==> src/rtl/mh2a_pkg.sv <==
package mh2a_pkg;

    localparam logic [31:0] MIX_MUL     = 32'h5bd1_e995;
    localparam int          MIX_SHIFT   = 24;
    localparam int          FIN_SHIFT_A = 13;
    localparam int          FIN_SHIFT_B = 15;

    typedef enum logic [2:0] {
        ST_IDLE,
        ST_K1,
        ST_K2,
        ST_H,
        ST_FIN
    } state_t;

    // which mix the sequencer is running
    typedef enum logic [1:0] {
        MIX_WORD,
        MIX_TAIL,
        MIX_LEN
    } mix_t;

    // operand selection for the shared multiplier
    typedef enum logic [1:0] {
        MUL_K,      // k * M
        MUL_KS,     // (k ^ k >> 24) * M
        MUL_H,      // h * M
        MUL_HF      // (h ^ h >> 13) * M
    } mul_op_t;

endpackage

==> src/rtl/mh2a_mul_unit.sv <==
module mh2a_mul_unit
(
    input  mh2a_pkg::mul_op_t op,
    input  logic [31:0]       k,
    input  logic [31:0]       h,
    output logic [31:0]       product
);

    logic [31:0] operand;

    always_comb
    begin
        case (op)
            mh2a_pkg::MUL_K:  operand = k;
            mh2a_pkg::MUL_KS: operand = k ^ (k >> mh2a_pkg::MIX_SHIFT);
            mh2a_pkg::MUL_H:  operand = h;
            mh2a_pkg::MUL_HF: operand = h ^ (h >> mh2a_pkg::FIN_SHIFT_A);
            default:          operand = k;
        endcase
    end

    // only the low word of the product is kept
    assign product = operand * mh2a_pkg::MIX_MUL;

endmodule

==> src/rtl/murmur2a_hash32_stream.sv <==
// Channel  Dir  Signals                       Contents
// s_*      in   tvalid tready tdata tuser tlast  tdata: data_byte; tuser: byte_present;
//                                                tlast: last_byte
// m_*      out  tvalid tready tdata              tdata: hash_value
//
// A byte that does not complete a word is stored in the partial word; one that
// completes a word is accepted and then mixed by three multiplies. A last request
// adds the tail, length and final mixes. One 32x32 multiplier, used once per
// cycle, does every multiply. rst_n at once clears all state but k_reg and out_data_reg.
// The result sits in an output register; a stalled output holds the final
// step only: the next message is taken in and mixed up to its final step.
module murmur2a_hash32_stream
(
    input  logic        clk,
    input  logic        rst_n,
    input  logic        s_tvalid,
    output logic        s_tready,
    input  logic [7:0]  s_tdata,   // [7:0] data_byte
    input  logic        s_tuser,   // [0] byte_present
    input  logic        s_tlast,
    output logic        m_tvalid,
    input  logic        m_tready,
    output logic [31:0] m_tdata    // [31:0] hash_value
);

    mh2a_pkg::state_t  state_reg, state_next;
    mh2a_pkg::mix_t    stage_reg, stage_next;
    mh2a_pkg::mul_op_t mul_op;

    logic [31:0] hash_reg, hash_next;
    logic [31:0] k_reg, k_next;
    logic [31:0] length_reg, length_next;
    logic [23:0] partial_reg, partial_next;
    logic [1:0]  phase_reg, phase_next;
    logic        fin_pend_reg, fin_pend_next;
    logic        out_valid_reg, out_valid_next;
    logic [31:0] out_data_reg, out_data_next;

    logic [31:0] product;
    logic [23:0] partial_ins;
    logic        s_acc;

    mh2a_mul_unit u_mul
    (
        .op      (mul_op),
        .k       (k_reg),
        .h       (hash_reg),
        .product (product)
    );

    assign s_tready    = (state_reg == mh2a_pkg::ST_IDLE);
    assign s_acc       = s_tvalid && s_tready;
    assign partial_ins = partial_reg | ({16'b0, s_tdata} << {phase_reg, 3'b000});
    assign m_tvalid    = out_valid_reg;
    assign m_tdata     = out_data_reg;

    always_ff @(posedge clk or negedge rst_n)
    begin
        if (!rst_n)
        begin
            state_reg     <= mh2a_pkg::ST_IDLE;
            stage_reg     <= mh2a_pkg::MIX_WORD;
            hash_reg      <= '0;
            length_reg    <= '0;
            partial_reg   <= '0;
            phase_reg     <= '0;
            fin_pend_reg  <= 1'b0;
            out_valid_reg <= 1'b0;
        end
        else
        begin
            state_reg     <= state_next;
            stage_reg     <= stage_next;
            hash_reg      <= hash_next;
            length_reg    <= length_next;
            partial_reg   <= partial_next;
            phase_reg     <= phase_next;
            fin_pend_reg  <= fin_pend_next;
            out_valid_reg <= out_valid_next;
        end
    end

    always_ff @(posedge clk)
    begin
        k_reg        <= k_next;
        out_data_reg <= out_data_next;
    end

    always_comb
    begin
        state_next     = state_reg;
        stage_next     = stage_reg;
        hash_next      = hash_reg;
        k_next         = k_reg;
        length_next    = length_reg;
        partial_next   = partial_reg;
        phase_next     = phase_reg;
        fin_pend_next  = fin_pend_reg;
        out_valid_next = out_valid_reg && !m_tready;
        out_data_next  = out_data_reg;
        mul_op         = mh2a_pkg::MUL_K;

        case (state_reg)
            mh2a_pkg::ST_IDLE:
            begin
                if (s_acc)
                begin
                    if (s_tuser)
                    begin
                        length_next = length_reg + 32'd1;
                        if (phase_reg == 2'd3)
                        begin
                            k_next        = {s_tdata, partial_reg};
                            partial_next  = '0;
                            phase_next    = '0;
                            stage_next    = mh2a_pkg::MIX_WORD;
                            fin_pend_next = s_tlast;
                            state_next    = mh2a_pkg::ST_K1;
                        end
                        else
                        begin
                            partial_next = partial_ins;
                            phase_next   = phase_reg + 2'd1;
                            if (s_tlast)
                            begin
                                k_next     = {8'b0, partial_ins};
                                stage_next = mh2a_pkg::MIX_TAIL;
                                state_next = mh2a_pkg::ST_K1;
                            end
                        end
                    end
                    else if (s_tlast)
                    begin
                        k_next     = {8'b0, partial_reg};
                        stage_next = mh2a_pkg::MIX_TAIL;
                        state_next = mh2a_pkg::ST_K1;
                    end
                end
            end
            mh2a_pkg::ST_K1:
            begin
                mul_op     = mh2a_pkg::MUL_K;
                k_next     = product;
                state_next = mh2a_pkg::ST_K2;
            end
            mh2a_pkg::ST_K2:
            begin
                mul_op     = mh2a_pkg::MUL_KS;
                k_next     = product;
                state_next = mh2a_pkg::ST_H;
            end
            mh2a_pkg::ST_H:
            begin
                mul_op    = mh2a_pkg::MUL_H;
                hash_next = product ^ k_reg;
                case (stage_reg)
                    mh2a_pkg::MIX_WORD:
                    begin
                        if (fin_pend_reg)
                        begin
                            // word just completed, so the tail is empty
                            k_next     = {8'b0, partial_reg};
                            stage_next = mh2a_pkg::MIX_TAIL;
                            state_next = mh2a_pkg::ST_K1;
                        end
                        else
                        begin
                            state_next = mh2a_pkg::ST_IDLE;
                        end
                    end
                    mh2a_pkg::MIX_TAIL:
                    begin
                        k_next     = length_reg;
                        stage_next = mh2a_pkg::MIX_LEN;
                        state_next = mh2a_pkg::ST_K1;
                    end
                    default:
                    begin
                        state_next = mh2a_pkg::ST_FIN;
                    end
                endcase
            end
            mh2a_pkg::ST_FIN:
            begin
                mul_op = mh2a_pkg::MUL_HF;
                // wait here while an earlier hash is still on offer
                if (!out_valid_reg || m_tready)
                begin
                    out_data_next  = product ^ (product >> mh2a_pkg::FIN_SHIFT_B);
                    out_valid_next = 1'b1;
                    hash_next      = '0;
                    length_next    = '0;
                    partial_next   = '0;
                    phase_next     = '0;
                    fin_pend_next  = 1'b0;
                    stage_next     = mh2a_pkg::MIX_WORD;
                    state_next     = mh2a_pkg::ST_IDLE;
                end
            end
            default:
            begin
                state_next = mh2a_pkg::ST_IDLE;
            end
        endcase
    end

    // bytes above the current phase are always clear; checked here at phase zero
    a_partial_clear: assert property (@(posedge clk) disable iff (!rst_n)
        (phase_reg == 2'd0) |-> (partial_reg == 24'd0))
        else $error("partial word not clear at phase zero");

    // a last request without a word to mix goes straight to the tail mix
    a_last_to_tail: assert property (@(posedge clk) disable iff (!rst_n)
        (s_acc && s_tlast && !(s_tuser && (phase_reg == 2'd3)))
        |=> (state_reg == mh2a_pkg::ST_K1) && (stage_reg == mh2a_pkg::MIX_TAIL))
        else $error("last request did not start tail mix");

    // a result only appears out of the final step
    a_out_from_fin: assert property (@(posedge clk) disable iff (!rst_n)
        $rose(out_valid_reg) |-> ($past(state_reg) == mh2a_pkg::ST_FIN))
        else $error("result raised outside the final step");

    // the final step never overwrites a hash still on offer
    a_no_overwrite: assert property (@(posedge clk) disable iff (!rst_n)
        (out_valid_reg && !m_tready) |=> $stable(out_data_reg))
        else $error("pending hash overwritten");

endmodule
==> config.mk <==
export PLATFORM = sky130hd
export DESIGN_NAME = murmur2a_hash32_stream
export DESIGN_NICKNAME = d
export VERILOG_FILES = /design/src/rtl/mh2a_pkg.sv /design/src/rtl/mh2a_mul_unit.sv /design/src/rtl/murmur2a_hash32_stream.sv
export SDC_FILE = /design/constraint.sdc
export NUM_CORES = 1
export LEC_CHECK = 0
export BUFFER_PORTS_ARGS = -buffer_cell sky130_fd_sc_hd__buf_2
export CORE_AREA = 2 2 165 167
export CTS_BUF_LIST = sky130_fd_sc_hd__clkbuf_8 sky130_fd_sc_hd__clkbuf_16
export DETAILED_ROUTE_END_ITERATION = 8
export DIE_AREA = 0 0 167 169
export PLACE_DENSITY = 0.82
export SYNTH_ARGS = -nofsm -noshare
export SYNTH_HDL_FRONTEND = slang
export SYNTH_HIERARCHICAL = 1
export SYNTH_SLANG_ARGS = --single-unit
==> constraint.sdc <==
create_clock -name clk -period 10.7 [get_ports clk]
set_input_delay 1.605 -clock clk [delete_from_list [all_inputs] [get_ports clk]]
set_output_delay 1.605 -clock clk [all_outputs]
set_load 0.05 [all_outputs]
# Word-level counts from Yosys, hierarchy flattened
# Cells that the tools add are included.
classes:
  n_addsub: 2
  n_mul: 1
  div_mod_pow: 0
  n_lt_le_gt_ge: 0
  eq_ne: 17
  n_shift: 1
  n_mux: 47
  n_bitwise: 5
  reduce_logical: 20
op_table:
  columns: ["op", "count"]
  rows:
  - ["32-bit 2-to-1 mux", 9]
  - ["32-bit one-hot mux with 2 select lines", 3]
  - ["32-bit one-hot mux with 4 select lines", 1]
  - ["24-bit 2-to-1 mux", 4]
  - ["32-bit one-hot mux with 3 select lines", 1]
  - ["24-bit one-hot mux with 2 select lines", 1]
  - ["32-bit by 1-bit adder with 32-bit output, second input constant", 1]
  - ["32-bit by 31-bit multiplier with 32-bit output, second input constant", 1]
  - ["32-bit by 17-bit bitwise XOR with 32-bit output", 1]
  - ["32-bit by 19-bit bitwise XOR with 32-bit output", 1]
  - ["32-bit bitwise XOR", 1]
  - ["32-bit by 8-bit bitwise XOR with 32-bit output", 1]
  - ["24-bit bitwise OR", 1]
  - ["8-bit by 5-bit << shifter with 24-bit output", 1]
  - ["2-bit 2-to-1 mux", 9]
  - ["3-bit 2-to-1 mux", 5]
  - ["3-bit one-hot mux with 5 select lines", 1]
  - ["2-bit one-hot mux with 3 select lines", 2]
  - ["5-bit AND reduction", 2]
  - ["2-bit one-hot mux with 2 select lines", 2]
  - ["1-bit 2-to-1 mux", 7]
  - ["2-bit == test, second input constant", 3]
  - ["3-bit by 2-bit == test with 1-bit output, second input constant", 2]
  - ["2-bit by 1-bit inequality test with 1-bit output, second input constant", 3]
  - ["other kinds (20)", 30]
totals:
  register_bits: 161
  latchBits: 0
  mem_bits_rw: 0
  rom_bits: 0
  word_cells: 103
  n_memories: 0

# Depth between registers and ports, before layout
depth:
  ltp_word: 7
  ltp_mapped: 37
  depth_no_buf: 31

# By module
# The synthesis kept the hierarchy.
by_module_without_submodules:
  columns: ["mod", "instances", "cells_per_inst", "area_per_inst_um2", "seq_area_each_um2"]
  rows:
  - ["mh2a_mul_unit", 1, 1061, 9701.8, 0.0]
  - ["murmur2a_hash32_stream", 1, 665, 7265.7, 4349.2]

# Least setup slack after synthesis
# Ideal clock, no wire load.
synth_path:
  kind: "register to register"
  startpoint: "reg state_reg[0]"
  endpoint: "reg k_reg[29], data pin"
  t_arrival_ps: 8894
  required_ps: 10548
  setup_slack_ps: 1654
  stages_incl_launch_ff: 37
  n_path_buf: 7
  path_cell_list: "dfrtp_1 buf_2 nand2_1 or2_2 clkbuf_1 clkbuf_1 nand2_1 buf_2 buf_2 buf_1 mux2i_1 a32oi_1 inv_1 fa_1 inv_1 ha_1 inv_1 fa_1 fa_1 inv_1 ha_1 fa_1 fa_1 inv_1 fa_1 inv_1 ha_1 clkbuf_1 a21o_1 a21o_1 a21oi_1 o21a_1 nand3_1 o211ai_1 mux2i_1 a22oi_1 o21ai_0"
synth_between:
  elab_chain_len: 6
synth_lines:
  columns: ["item", "line_no", "source"]
  rows:
  - ["from (decl)", "murmur2a_hash32_stream.sv:26", "mh2a_pkg::state_t state_reg, state_next;"]
  - ["from (signal assigned)", "murmur2a_hash32_stream.sv:61", "state_reg <= mh2a_pkg::ST_IDLE;"]
  - ["from (signal assigned)", "murmur2a_hash32_stream.sv:72", "state_reg <= state_next;"]
  - ["3-bit == test / 3-bit by 2-bit == test with 1-bit output (equally long branches)", "murmur2a_hash32_stream.sv:103", "case (state_reg)"]
  - ["2-bit one-hot mux with 3 select lines *", "murmur2a_hash32_stream.sv:103", null]
  - ["via mul_op[1]", "murmur2a_hash32_stream.sv:28", "mh2a_pkg::mul_op_t mul_op;"]
  - ["2-bit == test (tied with other cells)", "mh2a_mul_unit.sv:13", "case (op)"]
  - ["32-bit one-hot mux with 4 select lines *", "mh2a_mul_unit.sv:13", null]
  - ["32-bit by 31-bit multiplier with 32-bit output *", "mh2a_mul_unit.sv:23", "assign product = operand * mh2a_pkg::MIX_MUL;"]
  - ["via product[29]", "murmur2a_hash32_stream.sv:39", "logic [31:0] product;"]
  - ["32-bit one-hot mux with 3 select lines *", "murmur2a_hash32_stream.sv:103", null]
  - ["via k_next[29]", "murmur2a_hash32_stream.sv:31", "logic [31:0] k_reg, k_next;"]
  - ["to (signal assigned)", "murmur2a_hash32_stream.sv:85", "k_reg <= k_next;"]
  - ["to (decl)", "murmur2a_hash32_stream.sv:31", null]
# Mark *: on every way through the listed nets, which the timed path passes. The rest lies on a longest branch.
# A chain may end at the register's enable or synchronous reset.

# Final worst setup path
layout_path:
  startpoint: "reg state_reg[2]"
  endpoint: "reg k_reg[27], data pin"
# The elaborated chain is that of the path after synthesis.

==> flow_metrics.py <==
metrics = {
    "synth": {
        "synth_ff_type": "dfrtp_1",
        "synth_cell_types": 60,
        "syn_inst": 1726,
        "yosysTopAreaCell": "fa_1",
        "ys_warn_count": 6,
        "ys_seq_elements": 161,
        "synth_edf_count": 64,
        "synth_area_per_cell_um2": 9.83,
        "syn_area_um2": 17000,
        "synth_area_leaders": "fa_1 (21%), ha_1 (16%), dfrtp_1 (14%), edfxtp_1 (11%), inv_1 (7.6%)",
        "synth_top_area_share_pct": 21.2,
        "synth_fp_nets": 2138,
        "synth-seq-area-share_pct": 25.6,
        "synth-async-reset-ratio_pct": 60.2,
    },
    "placement": {
        "placed_cells": 2099,
        "gp_congestion": 0.981,
        "numPortBuffers": 47,
        "dpl.hpwl_um": 36600,
    },
    "cts": {
        "cts_setup_buffers": 0,
        "holdBufCountCts": 0,
        "clk_pin_slew_ps": 80,
        "ctsResizeCount": 0,
        "cts_tree": "done",
        "cts_sinks": 161,
        "htreeDepth": 4,
        "cts_buffers": 17,
        "clockBufferDepth": 2,
        "clock_latency_ps": 430,
        "cts-root-buf": "clkbuf_16",
    },
    "sta": {
        "post-route-min-period_ps": 9880,
        "clock_skew_ps": 18.0,
        "rsz0062_at_grt": "no",
        "tightest_slew_ps": 1220,
        "fin_tns_setup_ps": 0,
        "min_period_over_period_pct": 92.3,
        "setup_viol": 0,
        "fmax_mhz": 101,
        "slew_viol_final": 0,
        "slew-limit-headroom_pct": 17.9,
        "final_hold_viol_count": 0,
    },
    "route": {
        "dr_total_vias": 13100,
        "initialDrtViolationCount": 1269,
        "dr.pass1.iters": 9,
        "ant_nets": 0,
        "wl_per_cell_um": 22.0,
        "routed_via_density": 6.14,
        "drt_wl_total_um": 46900,
        "drc_errors": 0,
    },
    "critical_path": {
        "crit_arrival_ps": 10140,
        "path_max_fanout": 34,
        "crit_slowest_cell": "dfrtp_1",
        "r2r_slack_ps": 820,
        "r2r_cells": 29,
        "critPathLaunchType": "flop",
        "rr_endpoint": "k_reg[27]",
        "reg2reg_from": "state_reg[2]",
        "path_class": "reg -> reg",
        "cp_common_cell": "fa_1",
        "max_stage_delay_ps": 690,
        "crit_required_ps": 10970,
        "worstSetupEndpointType": "flop",
    },
    "global_route": {
        "overflow": 0,
        "antenna_found_initial": 0,
        "grt_use_total_pct": 34.4,
        "grt_pass1_wl_um": 74400,
        "grt_max_degree": 64,
        "grt_pass1_vias": 13500,
    },
    "hold_path": {
        "min_path_type": "reg -> reg",
        "hp-start": "partial_reg[10]",
        "holdPathEnd": "partial_reg[10]",
        "hold_path_depth": 2,
    },
    "floorplanning": {
        "die_area_um2": 28200,
        "ios": 48,
        "dieHeight_um": 169,
        "core.rowCount": 60,
        "core_um2": 26500,
        "chipWidth_um": 167,
        "start_util_pct": 64.0,
    },
    "cells_and_area": {
        "fin_nets": 2189,
        "layout_commonest_cell": "inv_1",
        "area_delta_synth_final_pct": 7.83,
        "drive_above_1_share_pct": 7.71,
        "layout_common_cells": "inv_1 (343), ha_1 (218), fa_1 (180)",
        "diodes": 0,
        "instances_no_fill": 2131,
    },
    "status": {
        "outcome": "completed",
    },
    "run": {
        "cap_violations": 0,
    },
}
-- worst max path at each step --
| stage | from | end | slack, ps | cells after the start |
|---|---|---|---|---|
| detailed placement | state_reg[2] | k_reg[27] | 1060 | 29 |
| global placement | state_reg[2] | k_reg[27] | 1290 | 29 |
| global route | state_reg[2] | k_reg[27] | 430 | 29 |
| CTS | state_reg[2] | k_reg[27] | 990 | 29 |
| finish | state_reg[2] | k_reg[27] | 820 | 29 |
| floorplan | state_reg[0] | k_reg[29] | 1650 | 36 |
-- through the flow --
| stage | area (µm²) | hold slack (ps) | worst slack [ps] | util [%] |
|---|---|---|---|---|
| detailed placement | 17700 | 486 | 1060 | 66.8 |
| CTS | 18300 | 503 | 988 | 69.0 |
| global route | 18300 | 518 | 435 | 69.0 |
| finish | 18300 | 503 | 824 | 69.0 |
| global placement | 17700 | 476 | 1290 | 66.8 |
| floorplan | 17000 | 463 | 1650 | - |
-- layer usage --
layer	GRT usage [%]	wire (µm)	part of all wire (%)	vias to the layer above
met3	4.12	3930	8.4	204
met2	57.0	21900	47	727
met1	44.2	17700	38	6352
li1	-	-	-	5798
met5	0	0	0	-
met4	19.3	3360	7.2	0
-- synth_stat cells, types with 36 or more instances --
library cell	n
ha_1	218
fa_1	180
a22oi_1	36
nand3_1	48
nor2_1	94
nand2_1	108
a21oi_1	75
xor2_1	56
inv_1	343
o21ai_0	68
edfxtp_1	64
dfrtp_1	97
xnor2_1	92
-- final cells by class --
| cell class | count | area, µm² |
|---|---|---|
| Multi-Input combinational cell | 1174 | 11200 |
| Fill cell | 1988 | 8200 |
| Sequential cell | 161 | 4350 |
| Inverter | 344 | 1290 |
| Timing Repair Buffer | 79 | 478 |
| Tap cell | 341 | 427 |
| Clock buffer | 17 | 425 |
| Clock inverter | 15 | 161 |
-- critical path: cells and delay by family, from the launching register on --
kind            cells  cell delay (ps)
fa+ha+maj           9             4310
simple gates        7             2350
compound gates      5             1080
buf+inv             7              690
flops               1              690
xor+xnor            1              570
-- cell families (layout without fill, tap and decap cells) --
group	after synthesis	in the layout	share of synthesized area (%)
multiplexers	24	24	1.53
AND/OR/NAND/NOR	341	341	9.34
AO/OA/AOI/OAI	262	262	9.69
flip-flops	161	161	25.6
adder cells (fa/ha/maj)	398	398	37.3
buffers and inverters	391	455	8.72
XOR/XNOR	149	149	7.77
Power is left out: the tool's default activity adds up to more than one toggle a clock period on the data nets, which glitch-free logic cannot reach.
